$ cat config.mk
export PLATFORM = sky130hd
export DESIGN_NAME = lowest_free_handle_table_top
export DESIGN_NICKNAME = d
export VERILOG_FILES = /design/src/design/lfht_pkg.sv /design/src/design/lowest_free_handle_table_top.sv /design/src/design/lfht_ctrl.sv /design/src/design/lfht_dp.sv
export SDC_FILE = /design/constraint.sdc
export NUM_CORES = 1
export LEC_CHECK = 0
export BUFFER_PORTS_ARGS = -buffer_cell sky130_fd_sc_hd__buf_2
export CAP_MARGIN = 40
export CORE_MARGIN = 10
export CORE_UTILIZATION = 50
export DETAILED_ROUTE_END_ITERATION = 8
export PLACE_DENSITY = 0.66
export SLEW_MARGIN = 20
export SYNTH_ARGS = -nofsm -noshare
export SYNTH_HDL_FRONTEND = slang
export SYNTH_HIERARCHICAL = 1
export SYNTH_SLANG_ARGS = --single-unit
$ cat constraint.sdc
create_clock -name aclk -period 10.2 [get_ports aclk]
set_clock_uncertainty 0.1 [all_clocks]
set_input_delay 0.51 -clock aclk [delete_from_list [all_inputs] [get_ports aclk]]
set_output_delay 0.51 -clock aclk [all_outputs]
set_load 0.02 [all_outputs]
$ cat src/design/lfht_pkg.sv
// ----------------------------------------------------------------------------
// lfht_pkg
// Shared types and codes for the lowest free handle table.
// ----------------------------------------------------------------------------
`default_nettype none

package lfht_pkg;

    // Command codes
    localparam logic [1:0] CMD_CREATE  = 2'd0;
    localparam logic [1:0] CMD_DESTROY = 2'd1;
    localparam logic [1:0] CMD_LOOKUP  = 2'd2;

    // Status codes
    localparam logic [1:0] ST_OK    = 2'd0;
    localparam logic [1:0] ST_FULL  = 2'd1;
    localparam logic [1:0] ST_ZERO  = 2'd2;
    localparam logic [1:0] ST_EMPTY = 2'd3;

    // Input beat
    typedef struct packed {
        logic [1:0]  command;
        logic [3:0]  slot_index;
        logic [31:0] object_value;
    } item_t;

    // Result beat
    typedef struct packed {
        logic [1:0]  status;
        logic [3:0]  result_index;
        logic [31:0] result_object;
    } result_t;

    // Controller to datapath commands
    typedef struct packed {
        logic clr_step;  // write zero at the pointer and advance it
        logic load;      // capture the input beat and read its slot
        logic eval;      // execute the held command and load the result
        logic scan_rd;   // read the slot that the pointer names
        logic scan_inc;  // advance the pointer past an occupied slot
    } cmd_t;

    // Datapath to controller status
    typedef struct packed {
        logic clr_last;    // pointer at the last slot during clearing
        logic out_busy;    // result register holds an untaken beat
        logic scan_start;  // held create succeeds and needs a pointer scan
        logic ptr_full;    // pointer equals the slot count
        logic rd_zero;     // slot read back is empty
    } sts_t;

endpackage

`default_nettype wire

$ cat src/design/lowest_free_handle_table_top.sv
// ----------------------------------------------------------------------------
// lowest_free_handle_table_top
// Handle table that hands out the lowest free slot on create.
// ----------------------------------------------------------------------------
// Usage: send create, destroy or lookup beats on the s_ channel; each one
// returns exactly one result beat on the m_ channel, in order.
// Execution: the slot memory is read into a register on the accepting edge;
// the command executes in S_EVAL, once the result register is free, and
// loads the result.
// Flow: no new command is taken until the held one has executed. A
// successful create then scans for the next empty slot, one memory read and
// one check per slot tested, until an empty slot or the end of the table is
// reached; no command is taken during the scan.
// Reset: after aresetn the block clears the slot memory, one slot a cycle,
// with s_ready low; the first-free pointer starts at 0.
// Stall: the result register holds a beat until m_ready; the block takes the
// next command meanwhile and waits to execute it until the register is free.
// ----------------------------------------------------------------------------
`default_nettype none

module lowest_free_handle_table_top #(
    parameter int TABLE_SLOTS = 16,
    parameter int OBJECT_BITS = 32
) (
    input  wire logic              aclk,
    input  wire logic              aresetn,
    input  wire logic              s_valid,
    output logic                   s_ready,
    input  wire lfht_pkg::item_t   s_payload,
    output logic                   m_valid,
    input  wire logic              m_ready,
    output lfht_pkg::result_t      m_payload
);

    lfht_pkg::cmd_t cmd;
    lfht_pkg::sts_t sts;

    // Sequencer
    lfht_ctrl u_ctrl (
        .aclk    (aclk),
        .aresetn (aresetn),
        .s_valid (s_valid),
        .s_ready (s_ready),
        .sts     (sts),
        .cmd     (cmd)
    );

    // Table datapath
    lfht_dp #(
        .TABLE_SLOTS (TABLE_SLOTS),
        .OBJECT_BITS (OBJECT_BITS)
    ) u_dp (
        .aclk      (aclk),
        .aresetn   (aresetn),
        .s_payload (s_payload),
        .m_payload (m_payload),
        .m_valid   (m_valid),
        .m_ready   (m_ready),
        .cmd       (cmd),
        .sts       (sts)
    );

endmodule

`default_nettype wire

$ cat src/design/lfht_ctrl.sv
// ----------------------------------------------------------------------------
// lfht_ctrl
// Sequencer for clearing, command execution and the first-free scan.
// ----------------------------------------------------------------------------
`default_nettype none

module lfht_ctrl (
    input  wire logic          aclk,
    input  wire logic          aresetn,
    input  wire logic          s_valid,
    output logic               s_ready,
    input  wire lfht_pkg::sts_t sts,
    output lfht_pkg::cmd_t     cmd
);

    typedef enum logic [4:0] {
        S_CLEAR = 5'b00001,
        S_IDLE  = 5'b00010,
        S_EVAL  = 5'b00100,
        S_SCAN  = 5'b01000,
        S_CHECK = 5'b10000
    } state_t;

    state_t state_reg, state_next;

    // Hold state, clear on reset
    always_ff @(posedge aclk) begin
        if (!aresetn) begin
            state_reg <= S_CLEAR;
        end else begin
            state_reg <= state_next;
        end
    end

    // Decode next state and commands
    always_comb begin
        state_next = state_reg;
        cmd        = '0;
        s_ready    = 1'b0;
        unique case (state_reg)
            S_CLEAR: begin
                cmd.clr_step = 1'b1;
                if (sts.clr_last) begin
                    state_next = S_IDLE;
                end
            end
            S_IDLE: begin
                s_ready  = 1'b1;
                cmd.load = s_valid;
                if (s_valid) begin
                    state_next = S_EVAL;
                end
            end
            S_EVAL: begin
                if (!sts.out_busy) begin
                    cmd.eval   = 1'b1;
                    state_next = sts.scan_start ? S_SCAN : S_IDLE;
                end
            end
            S_SCAN: begin
                if (sts.ptr_full) begin
                    state_next = S_IDLE;
                end else begin
                    cmd.scan_rd = 1'b1;
                    state_next  = S_CHECK;
                end
            end
            S_CHECK: begin
                if (sts.rd_zero) begin
                    state_next = S_IDLE;
                end else begin
                    cmd.scan_inc = 1'b1;
                    state_next   = S_SCAN;
                end
            end
            default: begin
                state_next = S_CLEAR;
            end
        endcase
    end

endmodule

`default_nettype wire

$ cat src/design/lfht_dp.sv
// ----------------------------------------------------------------------------
// lfht_dp
// Slot memory, first-free pointer, held command and result register.
// ----------------------------------------------------------------------------
`default_nettype none

module lfht_dp #(
    parameter int TABLE_SLOTS = 16,
    parameter int OBJECT_BITS = 32
) (
    input  wire logic             aclk,
    input  wire logic             aresetn,
    input  wire lfht_pkg::item_t  s_payload,
    output lfht_pkg::result_t     m_payload,
    output logic                  m_valid,
    input  wire logic             m_ready,
    input  wire lfht_pkg::cmd_t   cmd,
    output lfht_pkg::sts_t        sts
);

    localparam int AW = (TABLE_SLOTS > 1) ? $clog2(TABLE_SLOTS) : 1;
    localparam int PW = $clog2(TABLE_SLOTS + 1);
    localparam logic [PW-1:0] PTR_FULL = PW'(TABLE_SLOTS);
    localparam logic [PW-1:0] PTR_LAST = PW'(TABLE_SLOTS - 1);

    logic [OBJECT_BITS-1:0] mem [TABLE_SLOTS];
    logic [OBJECT_BITS-1:0] rdata_reg;
    logic [PW-1:0]          ptr_reg, ptr_next;
    lfht_pkg::item_t        item_reg;
    lfht_pkg::result_t      out_reg, out_next;
    logic                   out_valid_reg;

    logic [AW-1:0]          s_addr;
    logic [AW-1:0]          item_addr;
    logic [AW-1:0]          ptr_addr;
    logic [OBJECT_BITS-1:0] item_obj;
    logic                   idx_ok;
    logic                   slot_used;
    logic                   wr_en;
    logic [AW-1:0]          wr_addr;
    logic [OBJECT_BITS-1:0] wr_data;

    assign s_addr    = AW'(s_payload.slot_index);
    assign item_addr = AW'(item_reg.slot_index);
    assign ptr_addr  = AW'(ptr_reg);
    assign item_obj  = OBJECT_BITS'(item_reg.object_value);
    assign idx_ok    = 32'(item_reg.slot_index) < 32'(TABLE_SLOTS);
    assign slot_used = idx_ok && (rdata_reg != '0);

    // Status to the controller
    assign sts.clr_last   = (ptr_reg == PTR_LAST);
    assign sts.out_busy   = out_valid_reg && !m_ready;
    assign sts.scan_start = (item_reg.command == lfht_pkg::CMD_CREATE)
                            && (item_obj != '0) && (ptr_reg != PTR_FULL);
    assign sts.ptr_full   = (ptr_reg == PTR_FULL);
    assign sts.rd_zero    = (rdata_reg == '0);

    // Clear step, scan advance, or execute the held command: result, pointer and memory write
    always_comb begin
        out_next = '0;
        ptr_next = ptr_reg;
        wr_en    = 1'b0;
        wr_addr  = ptr_addr;
        wr_data  = '0;
        if (cmd.clr_step) begin
            wr_en    = 1'b1;
            ptr_next = sts.clr_last ? '0 : ptr_reg + PW'(1);
        end else if (cmd.scan_inc) begin
            ptr_next = ptr_reg + PW'(1);
        end else if (cmd.eval) begin
            case (item_reg.command)
                lfht_pkg::CMD_CREATE: begin
                    if (item_obj == '0) begin
                        out_next.status = lfht_pkg::ST_ZERO;
                    end else if (ptr_reg == PTR_FULL) begin
                        out_next.status = lfht_pkg::ST_FULL;
                    end else begin
                        out_next.status       = lfht_pkg::ST_OK;
                        out_next.result_index = 4'(ptr_reg);
                        wr_en    = 1'b1;
                        wr_data  = item_obj;
                        ptr_next = ptr_reg + PW'(1);
                    end
                end
                lfht_pkg::CMD_DESTROY: begin
                    if (slot_used) begin
                        out_next.status = lfht_pkg::ST_OK;
                        wr_en   = 1'b1;
                        wr_addr = item_addr;
                        if (PW'(item_addr) < ptr_reg) begin
                            ptr_next = PW'(item_addr);
                        end
                    end else begin
                        out_next.status = lfht_pkg::ST_EMPTY;
                    end
                end
                lfht_pkg::CMD_LOOKUP: begin
                    if (slot_used) begin
                        out_next.status        = lfht_pkg::ST_OK;
                        out_next.result_object = 32'(rdata_reg);
                    end else begin
                        out_next.status = lfht_pkg::ST_EMPTY;
                    end
                end
                default: begin
                    out_next.status = lfht_pkg::ST_EMPTY;
                end
            endcase
        end
    end

    // Slot memory: one write port, one registered read port
    always_ff @(posedge aclk) begin
        if (wr_en) begin
            mem[wr_addr] <= wr_data;
        end
        if (cmd.load) begin
            rdata_reg <= mem[s_addr];
        end else if (cmd.scan_rd) begin
            rdata_reg <= mem[ptr_addr];
        end
    end

    // Pointer and result valid
    always_ff @(posedge aclk) begin
        if (!aresetn) begin
            ptr_reg       <= '0;
            out_valid_reg <= 1'b0;
        end else begin
            ptr_reg <= ptr_next;
            if (cmd.eval) begin
                out_valid_reg <= 1'b1;
            end else if (m_ready) begin
                out_valid_reg <= 1'b0;
            end
        end
    end

    // Held command and result payload
    always_ff @(posedge aclk) begin
        if (cmd.load) begin
            item_reg <= s_payload;
        end
        if (cmd.eval) begin
            out_reg <= out_next;
        end
    end

    assign m_payload = out_reg;
    assign m_valid   = out_valid_reg;

endmodule

`default_nettype wire

==> impl_results.md <==
- Top delay family on crit path: simple AND/OR/NAND/NOR gates
- Gr usage total: a little over a fifth
- Final setup viols: 0
- Synth Warn #: 6
- Switching Share: 27.4%
- First-pass GRT wire length: slightly above 100 mm
- Number of enable flip-flop cells after synthesis: between 600 and 700
- Footprint of the multi-input gates: 9190 µm²
- Detailed-route DRC error count: 0
- Drt wl/cell: 30.1 µm
- Cts bufs inserted: ~70
- Starting DRC count in detailed routing: 1361
- Area Overhead vs Synth: 14.7%
- Routed length on met2: 34.1 mm
- Share of cells above drive strength 1: 39.3%
- Critical Path RT: 10.35 ns
- Status: complete, no violations
- Final instance area: 32600 µm²
- Met3 wire length: ~4.7 mm
- CTS H-tree depth: 3
- CP Cell Sequence: nor4_1 -> nand4_1 -> nor2_1 -> and4b_2 -> nor2_1 -> o2111ai_1 -> buf_4 -> nor3b_1 -> o21ai_1 -> nor2_4 -> buf_4
- Root Buffer: clkbuf_16
- Leakage: about 11 nW
- Worst-path clk slew: approximately 0.06 ns
- Longest Clk Path Bufs: 3
- Routed Antenna Nets: 0
- Final nets: 1531
- Internal: 0.00542 W
- WP buf/inv: 2
- Reg area: 18900 µm²
- Uppermost layer routed: met5
- Largest stage delay on the critical path: 0.67 ns
- Fmax: between 150 and 200 MHz
- Fill cells: 4185
- Post-cts resize count: 0
- Flip-flop and latch count after synthesis: around 640
- Worst Hold Class: in -> reg
- DR vias/cell: around 6.4
- Syn Area/Cell: ~21 µm²
- Sequential share of power: between 40 and 50%
- Routed vias: roughly 15000
- Max Cap Viol: 0
- Crit start category: flip-flop
- Top cell type by total area after synthesis: edfxtp_1
- DRT Wirelength: about 70 mm
- P_sw: 0.00205 W
- CP endpoint kind: flip-flop
- Relative slew margins: between 40 and 50%
- Cells after Synth: around 1300
- Tcrit/Tclk final: about half
- Sinks on Clock Net: 635
- Post-synthesis sequential area ratio: 66.6%
- Num rows: 87
- Max reg flops: between 500 and 600
- Slew @ Worst Pin: ~0.83 ns
- Min Tclk post-route: 5.23 ns
- Placed cell area: approximately 30000 µm²
- RSZ-0062 raised after global routing: no
- Biggest register: u_dp/mem
- Chip width: ~260 µm
- Dpl hpwl: ~41 mm
- Clk pwr share: approximately a third
- Unique cell type count in the Yosys netlist: 50
- Ys async rst share: 0%
- Initial antenna violation count: 3
- TritonCTS clock tree: yes
- Top-area cell type share of the netlist area: around two thirds
- 1st-pass router iterations: 5
- Initial Util: 50.4%
- Power per Cell Area: approximately 230 nW/µm²
- Worst vdd ir: roughly 0.00013 V
- Vias in the first global route: between 15000 and 20000
- Post-synth net total: between 1000 and 1500
- Combinational power share: 23.3%
- Top post-synthesis cells by area: edfxtp_1, mux4_2, and2_1, mux2_2, dfxtp_1
- Die area: 66800 µm²
- Slowest cell on crit path: nor2_4
- Largest net degree at the start of global routing: 52
- Top_reg_cell synth: edfxtp_1
- Hold Vio Cnt, Final: 0
- Gr ovfl total: 0
- Setup TNS: 0 ns
- Final hold slack: between 0.09 and 0.1 ns
- Mapped cell area: roughly 28000 µm²
- Clk_lat worst skew: about 0.60 ns
- Critical Path Fanout Max: 18
- WP data arrival: about 5.4 ns
- DRT met1 WL: 28.3 mm
- Io pins: between 80 and 90
- RePlAce Congestion: roughly 0.8
- Setup Crit Path Kind: reg -> reg
- Die height: ~260 µm
- Fin. max-slew vios: 0
- Core Box Area: roughly 56000 µm²
- IO buf count: between 80 and 90
[placed cells by master, fill, tap and decap left out, types with 12 or more instances in the layout]
cell type / Yosys / layout
a21oi_1: 12 / 12
and2_1: 66 / 65
buf_2: 25 / 81
buf_4: 6 / 40
clkbuf_1: 46 / 16
clkbuf_16: 0 / 71
clkinv_1: 0 / 13
dlygate4sd3_1: 0 / 34
edfxtp_1: 620 / 620
inv_1: 15 / 15
mux2_2: 32 / 32
mux4_2: 320 / 320
nor2_1: 39 / 22
nor2_4: 0 / 16
nor4_1: 17 / 16
[routing by layer]
layer / GRT usage, % / vias up
li1: - / 6063
met1: 28.4 / 7829
met2: 33.8 / 530
met3: 4.20 / 105
met4: 6.53 / 2
met5: 0 / -
[power by group through the flow]
stage | registers, W | logic (W) | clock network, W
detailed placement | 0.00335 | 0.00172 | 0
global placement | 0.00333 | 0.00169 | 0
global route | 0.00332 | 0.00186 | 0.00258
floorplan | 0.00327 | 0.00121 | 0
finish | 0.00330 | 0.00174 | 0.00243
CTS | 0.00330 | 0.00175 | 0.00247
[path summary, 6_finish.rpt]
path	slack (ns)	from	cells past startpoint	to
setup / recovery	4.97	u_dp/rdata_reg[1]	11	u_dp/mem[13][8]
hold / removal	0.1	s_valid	3	u_ctrl/state_reg[2]
setup reg to reg	4.97	u_dp/rdata_reg[1]	11	u_dp/mem[13][8]
hold reg to reg	0.46	u_dp/rdata_reg[20]	1	u_dp/m_payload[20]
[cell usage after synthesis, types with 5 or more instances]
cell type and instances:
nor3_1 7, dfxtp_1 15, buf_1 10, ha_1 11, nor2_1 39, inv_1 15, edfxtp_1 620, buf_4 6
nand4_1 6, nor3b_1 5, clkbuf_1 46, a21oi_1 12, o41ai_1 5, mux2_2 32, and2_1 66, nor4_1 17
buf_2 25, mux4_2 320, o21ai_0 10, nand2_1 8, and3_1 6
[what timing repair did]
action                                  CTS  global route
hold endpoints to repair                 34             0
hold buffers                             34             0
setup buffers                             0             0
endpoints found under the setup margin    0             0
[cell families (layout without fill, tap and decap cells)]
group | count (synthesis) | after routing | share of synthesized area, %
and+or+nand+nor | 174 | 174 | 3.46
muxes | 353 | 353 | 26.7
DFF | 635 | 635 | 66.6
AOI/OAI and AO/OA | 50 | 50 | 1.16
other | 0 | 1 | 0
xor gates and xnor gates | 3 | 3 | 0.0925
adders and majority gates | 11 | 11 | 0.484
buffers and inverters | 103 | 299 | 1.58
[per-stage QoR]
stage | power, W | utilization [%] | std cells | setup slack [ns]
after floorplan | 0.00448 | - | 1329 | 3.07
after global placement | 0.00503 | 52.9 | 2115 | 4.86
after detailed placement | 0.00508 | 53.2 | 2124 | 5.12
after CTS | 0.00751 | 57.7 | 2275 | 5.11
after global routing | 0.00776 | 57.8 | 2281 | 4.77
final | 0.00747 | 57.8 | 2282 | 4.97
[final cells by class]
cell class / instances / share of cell area [%]
clock buffers: 88 / 5.67
clock inverters: 29 / 0.952
well taps: 756 / 2.90
diodes: 1 / 0.00767
repair buffers: 167 / 4.06
flip-flops and latches: 635 / 58.0
inverters: 15 / 0.173
multi-input cells: 591 / 28.2
[tightest hold or removal path: stages]
cell and delay (ns):
buf_2 0.10, a21oi_1 0.06, nor2_1 0.07
Note: power is estimated with default switching activity, not from simulation.
